$ cat config.mk
export PLATFORM = sky130hd
export DESIGN_NAME = elevator_car_controller_unit
export DESIGN_NICKNAME = d
export VERILOG_FILES = /design/src/hw/rtl/ecc_pkg.sv /design/src/hw/rtl/ecc_pick.sv /design/src/hw/rtl/elevator_car_controller_unit.sv
export SDC_FILE = /design/constraint.sdc
export NUM_CORES = 1
export LEC_CHECK = 0
export BUFFER_PORTS_ARGS = -buffer_cell sky130_fd_sc_hd__buf_4
export CORE_UTILIZATION = 55
export DETAILED_ROUTE_END_ITERATION = 16
export PLACE_DENSITY = 0.83
export SKIP_LAST_GASP = 1
export SYNTH_ARGS = -nofsm -noshare
export SYNTH_HDL_FRONTEND = slang
export SYNTH_HIERARCHICAL = 1
export SYNTH_SLANG_ARGS = --single-unit
$ cat constraint.sdc
create_clock -name clock -period 16.35 [get_ports clock]
set_clock_uncertainty 0.15 [all_clocks]
set_input_delay 3.27 -clock clock [delete_from_list [all_inputs] [get_ports clock]]
set_output_delay 3.27 -clock clock [all_outputs]
set_load 0.03 [all_outputs]
$ cat src/hw/rtl/ecc_pkg.sv
// ----------------------------------------------------------------------------
// ecc_pkg
// Shared types and constants for the elevator car controller: direction
// codes, register indexes, reset values and the floor search result.
// ----------------------------------------------------------------------------
package ecc_pkg;

   localparam int unsigned FLOOR_COUNT_DEF = 10;
   localparam int unsigned FLOOR_W         = 4;
   localparam int unsigned TICK_W          = 16;
   localparam int unsigned CSR_INDEX_W     = 1;

   localparam logic [FLOOR_W-1:0] RESET_FLOOR      = 4'd1;
   localparam logic [TICK_W-1:0]  DOOR_TICKS_RST   = 16'd1500;
   localparam logic [TICK_W-1:0]  TRAVEL_TICKS_RST = 16'd1000;

   localparam logic [CSR_INDEX_W-1:0] CSR_DOOR_TICKS   = 1'd0;
   localparam logic [CSR_INDEX_W-1:0] CSR_TRAVEL_TICKS = 1'd1;

   typedef enum logic [1:0] {
      DIR_STOP = 2'd0,
      DIR_UP   = 2'd1,
      DIR_DOWN = 2'd2
   } ecc_dir_type;

   // nearest pending floor on either side of the car
   typedef struct packed {
      logic               above_hit;
      logic [FLOOR_W-1:0] above_floor;
      logic               below_hit;
      logic [FLOOR_W-1:0] below_floor;
   } ecc_pick_type;

endpackage

$ cat src/hw/rtl/ecc_pick.sv
// ----------------------------------------------------------------------------
// ecc_pick
// Priority search over the pending-stop bitmap: lowest pending floor above
// the car and highest pending floor below it.
// ----------------------------------------------------------------------------
module ecc_pick #(
   parameter int unsigned FLOOR_COUNT = ecc_pkg::FLOOR_COUNT_DEF
) (
   input  logic [FLOOR_COUNT-1:0]      pending,
   input  logic [ecc_pkg::FLOOR_W-1:0] floor_now,
   output ecc_pkg::ecc_pick_type       pick
);
   import ecc_pkg::*;

   always_comb begin
      pick = '0;
      // walk down so the lowest floor above wins
      for (int i = FLOOR_COUNT - 1; i >= 0; i--) begin
         if (pending[i] && (FLOOR_W'(i) > floor_now)) begin
            pick.above_hit   = 1'b1;
            pick.above_floor = FLOOR_W'(i);
         end
      end
      // walk up so the highest floor below wins
      for (int i = 0; i < FLOOR_COUNT; i++) begin
         if (pending[i] && (FLOOR_W'(i) < floor_now)) begin
            pick.below_hit   = 1'b1;
            pick.below_floor = FLOOR_W'(i);
         end
      end
   end

endmodule

$ cat src/hw/rtl/elevator_car_controller_unit.sv
// ----------------------------------------------------------------------------
// elevator_car_controller_unit
// Collective-control elevator car: one request per tick updates car state.
// ----------------------------------------------------------------------------
// Usage:
//   Each request on the req_ stream is one tick. It may carry a floor call
//   with a call direction, a button-light set and a freeze/release command.
//   For every request the block returns exactly one response on the rsp_
//   stream showing the car state after that tick (floor, door, direction,
//   target, stop/light/call bitmaps, frozen flag).
//   The csr_ channel writes the door-open and floor-travel tick counts; it is
//   always ready; the user writes it while no request is in flight (unchecked).
// Timing:
//   A request is held in the request register, then the tick update loads
//   the state registers, which double as the response register.
//   Throughput is one request per cycle while rsp_tready is high; the tick
//   update is a single pass of short logic and a FLOOR_COUNT-wide priority search.
// Reset:
//   Synchronous, active high. The car comes up on floor 1, door closed,
//   stopped, with empty bitmaps and the default tick counts.
// Backpressure:
//   While rsp_tready is low the response holds and the state freezes; one
//   more request is still taken into the request register, then req_tready
//   drops until the response is taken.
// ----------------------------------------------------------------------------
module elevator_car_controller_unit #(
   parameter int unsigned FLOOR_COUNT = ecc_pkg::FLOOR_COUNT_DEF
) (
   input  logic                            clock,
   input  logic                            reset,
   // request stream
   input  logic                            req_tvalid,
   output logic                            req_tready,
   // request_valid[0], request_floor[4:1], request_dir[6:5], light_valid[7],
   // light_floor[11:8], freeze_valid[12], freeze_on[13], zero pad[15:14]
   input  logic [15:0]                     req_tdata,
   // response stream
   output logic                            rsp_tvalid,
   input  logic                            rsp_tready,
   // car_floor[3:0], door_open[4], car_direction[6:5], in_use[7],
   // target_valid[8], target_floor[12:9], travelling[13], pending_mask,
   // light_mask, up_call_mask, down_call_mask (FLOOR_COUNT bits each),
   // frozen, zero pad to whole bytes
   output logic [((15+4*FLOOR_COUNT+7)/8)*8-1:0] rsp_tdata,
   // configuration writes
   input  logic                            csr_valid,
   output logic                            csr_ready,
   input  logic [ecc_pkg::CSR_INDEX_W-1:0] csr_index,
   input  logic [ecc_pkg::TICK_W-1:0]      csr_data
);
   import ecc_pkg::*;

   localparam int unsigned RSP_BITS = 15 + 4 * FLOOR_COUNT;
   localparam int unsigned RSP_W    = ((RSP_BITS + 7) / 8) * 8;
   localparam int unsigned CNT_W    = TICK_W + 1;

   // ---------------------------------------------------------------- handshake
   logic        in_valid_ff, in_valid_in;
   logic [15:0] in_data_ff;
   logic        rsp_valid_ff, rsp_valid_in;
   logic        advance;
   logic        req_accept;

   // ---------------------------------------------------------------- config
   logic [TICK_W-1:0] door_ticks_ff, door_ticks_in;
   logic [TICK_W-1:0] travel_ticks_ff, travel_ticks_in;

   // ---------------------------------------------------------------- car state
   logic [FLOOR_W-1:0]     floor_ff, floor_in;
   logic                   door_ff, door_in;
   ecc_dir_type            dir_ff, dir_in;
   logic                   busy_ff, busy_in;
   logic                   tgt_valid_ff, tgt_valid_in;
   logic [FLOOR_W-1:0]     tgt_ff, tgt_in;
   logic                   moving_ff, moving_in;
   logic [TICK_W-1:0]      door_cnt_ff, door_cnt_in;
   logic [TICK_W-1:0]      travel_cnt_ff, travel_cnt_in;
   logic [FLOOR_COUNT-1:0] pending_ff, pending_in;
   logic [FLOOR_COUNT-1:0] light_ff, light_in;
   logic [FLOOR_COUNT-1:0] up_ff, up_in;
   logic [FLOOR_COUNT-1:0] down_ff, down_in;
   logic                   frozen_ff, frozen_in;

   // ---------------------------------------------------------------- request fields
   logic               rq_valid, lt_valid, fz_valid, fz_on;
   logic [FLOOR_W-1:0] rq_floor, lt_floor;
   logic [1:0]         rq_dir;
   logic               rq_hit;
   logic [FLOOR_COUNT-1:0] rq_bit, pending_req;
   ecc_pick_type       pick;

   function automatic logic [FLOOR_COUNT-1:0] floor_bit(input logic [FLOOR_W-1:0] f);
      logic [FLOOR_COUNT-1:0] b;
      for (int i = 0; i < FLOOR_COUNT; i++) begin
         b[i] = (f == FLOOR_W'(i));
      end
      return b;
   endfunction

   // Advance when a tick waits and the response slot is free or being taken.
   assign advance    = in_valid_ff && (!rsp_valid_ff || rsp_tready);
   assign req_tready = !in_valid_ff || advance;
   assign req_accept = req_tvalid && req_tready;
   assign csr_ready  = 1'b1;

   always_comb begin
      in_valid_in = in_valid_ff;
      if (req_accept) begin
         in_valid_in = 1'b1;
      end else if (advance) begin
         in_valid_in = 1'b0;
      end
      rsp_valid_in = rsp_valid_ff;
      if (advance) begin
         rsp_valid_in = 1'b1;
      end else if (rsp_tready) begin
         rsp_valid_in = 1'b0;
      end
   end

   always_comb begin
      door_ticks_in   = door_ticks_ff;
      travel_ticks_in = travel_ticks_ff;
      if (csr_valid) begin
         case (csr_index)
            CSR_DOOR_TICKS:   door_ticks_in   = csr_data;
            CSR_TRAVEL_TICKS: travel_ticks_in = csr_data;
            default: ;  // unmapped index: drop the write
         endcase
      end
   end

   // unpack the held request
   assign rq_valid = in_data_ff[0];
   assign rq_floor = in_data_ff[4:1];
   assign rq_dir   = in_data_ff[6:5];
   assign lt_valid = in_data_ff[7];
   assign lt_floor = in_data_ff[11:8];
   assign fz_valid = in_data_ff[12];
   assign fz_on    = in_data_ff[13];

   // Out-of-range floors are ignored.
   assign rq_hit      = rq_valid && ({1'b0, rq_floor} < 5'(FLOOR_COUNT));
   assign rq_bit      = floor_bit(rq_floor);
   assign pending_req = rq_hit ? (pending_ff | rq_bit) : pending_ff;

   // Search runs on the bitmap after this tick's request; the car floor does
   // not change before arrival, and the current floor is never a candidate.
   ecc_pick #(
      .FLOOR_COUNT (FLOOR_COUNT)
   ) u_pick (
      .pending   (pending_req),
      .floor_now (floor_ff),
      .pick      (pick)
   );

   // ---------------------------------------------------------------- tick update
   always_comb begin
      logic [CNT_W-1:0]       dsum, tsum, dlim, tlim;
      logic [FLOOR_COUNT-1:0] fbit;

      floor_in      = floor_ff;
      door_in       = door_ff;
      dir_in        = dir_ff;
      busy_in       = busy_ff;
      tgt_valid_in  = tgt_valid_ff;
      tgt_in        = tgt_ff;
      moving_in     = moving_ff;
      door_cnt_in   = door_cnt_ff;
      travel_cnt_in = travel_cnt_ff;
      pending_in    = pending_req;
      light_in      = light_ff;
      up_in         = up_ff;
      down_in       = down_ff;
      frozen_in     = frozen_ff;
      fbit          = floor_bit(floor_ff);
      dsum          = '0;
      tsum          = '0;
      // A zero tick count acts as one.
      dlim = (door_ticks_ff == '0) ? CNT_W'(1) : {1'b0, door_ticks_ff};
      tlim = (travel_ticks_ff == '0) ? CNT_W'(1) : {1'b0, travel_ticks_ff};

      if (frozen_ff) begin
         // Frozen: drop everything but a release.
         pending_in = pending_ff;
         if (fz_valid && !fz_on) begin
            frozen_in = 1'b0;
         end
      end else begin
         // floor call, with retarget only to floors strictly ahead
         if (rq_hit) begin
            if (rq_dir == DIR_UP) begin
               up_in = up_in | rq_bit;
            end else if (rq_dir == DIR_DOWN) begin
               down_in = down_in | rq_bit;
            end
            if (!tgt_valid_in) begin
               tgt_in       = rq_floor;
               tgt_valid_in = 1'b1;
            end else if (rq_dir == DIR_UP && dir_in == DIR_UP &&
                         rq_floor < tgt_in && rq_floor > floor_in) begin
               tgt_in = rq_floor;
            end else if (rq_dir == DIR_DOWN && dir_in == DIR_DOWN &&
                         rq_floor > tgt_in && rq_floor < floor_in) begin
               tgt_in = rq_floor;
            end
         end

         if (lt_valid && ({1'b0, lt_floor} < 5'(FLOOR_COUNT))) begin
            light_in = light_in | floor_bit(lt_floor);
         end

         // start serving a fresh target
         if (!busy_in && tgt_valid_in) begin
            busy_in = 1'b1;
            if (tgt_in > floor_in) begin
               dir_in    = DIR_UP;
               moving_in = 1'b1;
            end else if (tgt_in < floor_in) begin
               dir_in    = DIR_DOWN;
               moving_in = 1'b1;
            end
         end

         // arrival: open, clear this floor, pick the next stop
         if (tgt_valid_in && tgt_in == floor_in && busy_in && !door_in) begin
            door_in    = 1'b1;
            pending_in = pending_in & ~fbit;
            light_in   = light_in & ~fbit;
            if (dir_in == DIR_DOWN) begin
               if (pick.below_hit) begin
                  tgt_in = pick.below_floor;
               end else if (pick.above_hit) begin
                  tgt_in = pick.above_floor;
                  dir_in = DIR_UP;
               end else begin
                  busy_in      = 1'b0;
                  dir_in       = DIR_STOP;
                  tgt_valid_in = 1'b0;
                  tgt_in       = '0;
               end
            end else begin
               // stopped searches as if going up
               if (pick.above_hit) begin
                  tgt_in = pick.above_floor;
                  dir_in = DIR_UP;
               end else if (pick.below_hit) begin
                  tgt_in = pick.below_floor;
                  dir_in = DIR_DOWN;
               end else begin
                  busy_in      = 1'b0;
                  dir_in       = DIR_STOP;
                  tgt_valid_in = 1'b0;
                  tgt_in       = '0;
               end
            end
            if (dir_in == DIR_UP) begin
               up_in = up_in & ~fbit;
            end else if (dir_in == DIR_DOWN) begin
               down_in = down_in & ~fbit;
            end else begin
               up_in   = up_in & ~fbit;
               down_in = down_in & ~fbit;
            end
         end

         // door timer
         dsum = {1'b0, door_cnt_ff} + CNT_W'(door_in);
         if (dsum >= dlim) begin
            door_in     = 1'b0;
            door_cnt_in = '0;
            if (dir_in == DIR_UP || dir_in == DIR_DOWN) begin
               moving_in = 1'b1;
            end
         end else begin
            door_cnt_in = dsum[TICK_W-1:0];
         end

         // travel timer, floor saturates at both ends
         tsum = {1'b0, travel_cnt_ff} + CNT_W'(moving_in);
         if (tsum >= tlim) begin
            travel_cnt_in = '0;
            if (dir_in == DIR_UP) begin
               if ({1'b0, floor_in} < 5'(FLOOR_COUNT - 1)) begin
                  floor_in = floor_in + FLOOR_W'(1);
               end
            end else if (dir_in == DIR_DOWN) begin
               if (floor_in != '0) begin
                  floor_in = floor_in - FLOOR_W'(1);
               end
            end
            if (tgt_valid_in && floor_in == tgt_in) begin
               moving_in = 1'b0;
            end
         end else begin
            travel_cnt_in = tsum[TICK_W-1:0];
         end

         // freeze takes effect after this tick
         if (fz_valid && fz_on) begin
            frozen_in = 1'b1;
         end
      end
   end

   // ---------------------------------------------------------------- registers
   always_ff @(posedge clock) begin
      if (reset) begin
         in_valid_ff     <= 1'b0;
         rsp_valid_ff    <= 1'b0;
         door_ticks_ff   <= DOOR_TICKS_RST;
         travel_ticks_ff <= TRAVEL_TICKS_RST;
         floor_ff        <= RESET_FLOOR;
         door_ff         <= 1'b0;
         dir_ff          <= DIR_STOP;
         busy_ff         <= 1'b0;
         tgt_valid_ff    <= 1'b0;
         tgt_ff          <= '0;
         moving_ff       <= 1'b0;
         door_cnt_ff     <= '0;
         travel_cnt_ff   <= '0;
         pending_ff      <= '0;
         light_ff        <= '0;
         up_ff           <= '0;
         down_ff         <= '0;
         frozen_ff       <= 1'b0;
      end else begin
         in_valid_ff     <= in_valid_in;
         rsp_valid_ff    <= rsp_valid_in;
         door_ticks_ff   <= door_ticks_in;
         travel_ticks_ff <= travel_ticks_in;
         // State doubles as the response: load only when the slot frees up.
         if (advance) begin
            floor_ff      <= floor_in;
            door_ff       <= door_in;
            dir_ff        <= dir_in;
            busy_ff       <= busy_in;
            tgt_valid_ff  <= tgt_valid_in;
            tgt_ff        <= tgt_in;
            moving_ff     <= moving_in;
            door_cnt_ff   <= door_cnt_in;
            travel_cnt_ff <= travel_cnt_in;
            pending_ff    <= pending_in;
            light_ff      <= light_in;
            up_ff         <= up_in;
            down_ff       <= down_in;
            frozen_ff     <= frozen_in;
         end
      end
   end

   // request payload register, no reset needed
   always_ff @(posedge clock) begin
      if (req_accept) begin
         in_data_ff <= req_tdata;
      end
   end

   // ---------------------------------------------------------------- response
   // Target floor is already zero whenever no target is set.
   assign rsp_tvalid = rsp_valid_ff;
   assign rsp_tdata  = RSP_W'({frozen_ff, down_ff, up_ff, light_ff, pending_ff,
                               moving_ff, tgt_ff, tgt_valid_ff, busy_ff,
                               dir_ff, door_ff, floor_ff});

endmodule
==> impl_metrics.ini <==
[synthesis]
ys_warn_count = 6
synth_seq_cells = 135
ys_seq_area_frac = 0.3495
postSynth.asyncResetShare = 0
synthFlopType = dfxtp_1
synth_top_cell_by_area = dfxtp_1
synth_area_leaders = dfxtp_1, ha_1, a21oi_1
netlist.area_leader.share = 0.2978
syn_avg_cell_area_um2 = 7.888
syn_inst = 1031
syn-cell-area_um2 = 8133
synth_edf_count = 14
syn_nets = 1123
yosysUniqueCellTypes = 79

[detailed_routing]
wirelength_um = 21590
post_drt_wl_per_cell_um = 16.74
drc = 0
first_pass_iters = 8
drt_iter0_drc = 889
via_per_inst = 6.074
vias = 7835
ant_nets = 0

[global_routing]
grt_use_met2 = 0.4608
overflow = 0
grt_use_met1 = 0.3895
grt_start_max_net_pins = 80
grt_pass1_vias = 6991
gr-usage-met3 = 0.06364
grt_pass1_wl_um = 34490
gr-max-usage-layer = met2
antenna_found_initial = 0
grt_usage = 0.2901

[floorplan]
std_cell_rows = 44
ioPinCount = 97
core_um2 = 14480
die_height_um = 123.6
die_area_um2 = 15280
die_x_um = 123.6
start_util = 0.5617

[sta]
finalCritPeriodShare = 0.6905
drv_slew = 0
min_period_ns = 11.29
worst_slew_pin_slew_ns = 1.031
finalSetupTns_ns = 0
maxSlewHeadroom = 0.3065
holdWs_ns = 0.3193
max_freq_ghz = 0.08857
rsz0062_at_grt = no
hold_viol = 0
setup-violations-final = 0

[flow_run]
cap_violations = 0

[worst_setup_path]
worstPathMaxFanout = 24
crit_path_frequent_cell = ha_1
critPathMaxStageDelay_ns = 0.93
slowest_stage = dfxtp_1
crit_buf_inv = 3
critPathLaunchType = register
end_kind = register
required_ns = 16.51
path_class = register to register
crit_family = simple AND/OR/NAND/NOR gates
arrival_ns = 11.45

[placed_design]
finalWeightedCongestion = 0.9409
dp_hpwl_um = 15290
place_inst = 1258
port_buffers = 92

[layout]
final_common_cell = nand2_1
drive_gt1_frac = 0.1447
antennaDiodeCount = 0
fillCellCount = 1155
nNetsFinal = 1185
areaGrowthSynthToFinish_pct = 17.26
stdcell_count = 1290
mostFrequentLayoutCells = nand2_1, dfxtp_1, a21oi_1

[cts]
cts_tree = done
numCtsBuffers = 17
clock-root-buffer = clkbuf_16
cts.clk_slew.worst_paths_ns = 0.06
insertion_delay_ns = 0.43
clock_path_buffers = 2
cts_resized = 0
htree_levels = 4
postCtsHoldBufs = 0
clock-sinks = 135
cts_setup_buffers = 0

[power_and_ir_drop]
p_int_uw = 666.1
seqPwrFrac = 0.398
p_clk_frac = 0.492
switching_power_uw = 221.7
vdd_drop_max_v = 0.00006718
power.density_nw_per_um2 = 93.10
switching_share = 0.2497
leakage_uw = 0.004008
combPwrFrac = 0.110
finalPower_uw = 887.9

[hold_path]
hold_class = register to register

[status]
status = completed
==> flip-flops by register name, indices dropped and copies added, names as in the netlist, named ones only <==
signal	count
busy_ff	1
dir_ff	2
door_cnt_ff	16
door_ff	1
door_ticks_ff	16
down_ff	10
floor_ff	4
in_data_ff	14
in_valid_ff	1
light_ff	10
moving_ff	1
pending_ff	10
rsp_tvalid	1
tgt_ff	4
tgt_valid_ff	1
travel_cnt_ff	16
travel_ticks_ff	16
up_ff	10
==> layout make-up <==
type                            instances  area, um2  area share
Multi-Input combinational cell        780       4807      0.5041
Sequential cell                       135       2843      0.2981
Timing Repair Buffer                  102      765.7     0.08029
Clock buffer                           19      464.2     0.04867
Tap cell                              184      230.2     0.02414
Inverter                               57      214.0     0.02244
Clock inverter                         13      212.7     0.02230
==> stage by stage <==
stage | worst slack [ns] | instance area [um2] | utilization
6_report | 5.060 | 9537 | 0.6587
5_1_grt | 4.077 | 9537 | 0.6587
4_1_cts | 5.230 | 9537 | 0.6587
3_5_place_dp | 5.308 | 8860 | 0.6119
3_3_place_gp | 5.393 | 8860 | 0.6119
2_1_floorplan | 7.030 | 8133 | -
==> synthesized netlist by cell type, types with 12 or more instances <==
cell,count
dfxtp_1,121
o21ai_0,30
edfxtp_1,14
ha_1,54
nor3_1,49
nor2b_1,16
xnor2_1,21
nand3b_1,15
nor2_1,82
a211oi_1,18
a21o_1,15
clkbuf_1,38
nand2_1,129
and3_1,12
a21oi_1,114
inv_1,56
nand4_1,15
nand3_1,40
==> worst paths after layout <==
path	startpoint	to	slack, ns	cells after the start
max	floor_ff[1]	floor_ff[0]	5.06	42
min reg2reg	travel_ticks_ff[12]	travel_ticks_ff[12]	0.32	2
max reg2reg	floor_ff[1]	floor_ff[0]	5.06	42
min	travel_ticks_ff[12]	travel_ticks_ff[12]	0.32	2
==> cells by family (layout without fill, tap and decap cells) <==
kind of cell	count (synthesis)	in the layout	share of synthesized area
AOI/OAI and AO/OA	274	274	0.2195
xor gates and xnor gates	32	32	0.03446
adders and majority gates	54	54	0.08308
buffers and inverters	116	191	0.06092
DFF	135	135	0.3495
muxes	4	4	0.005077
other	2	2	0.0009234
and+or+nand+nor	414	414	0.2465
==> tightest hold or removal path, stage by stage (launching register included) <==
cell and delay (ns):
dfxtp_1 0.32, nand2_1 0.05, a21oi_1 0.05
==> power by group through the flow <==
stage               registers (uW)  logic, uW  clock network (uW)
detailed placement             360       95.1                   0
global placement               360       93.2                   0
floorplan                      360       67.5                   0
CTS                            353       96.2                 441
finish                         353       97.6                 437
global route                   354        108                 455
==> routing by layer <==
layer / wire length (um) / up-vias
met2: 10010 / 345
met5: 0 / -
li1: - / 3800
met3: 1752 / 55
met1: 9347 / 3635
met4: 483 / 0
Note: power is estimated with default switching activity, not from simulation.
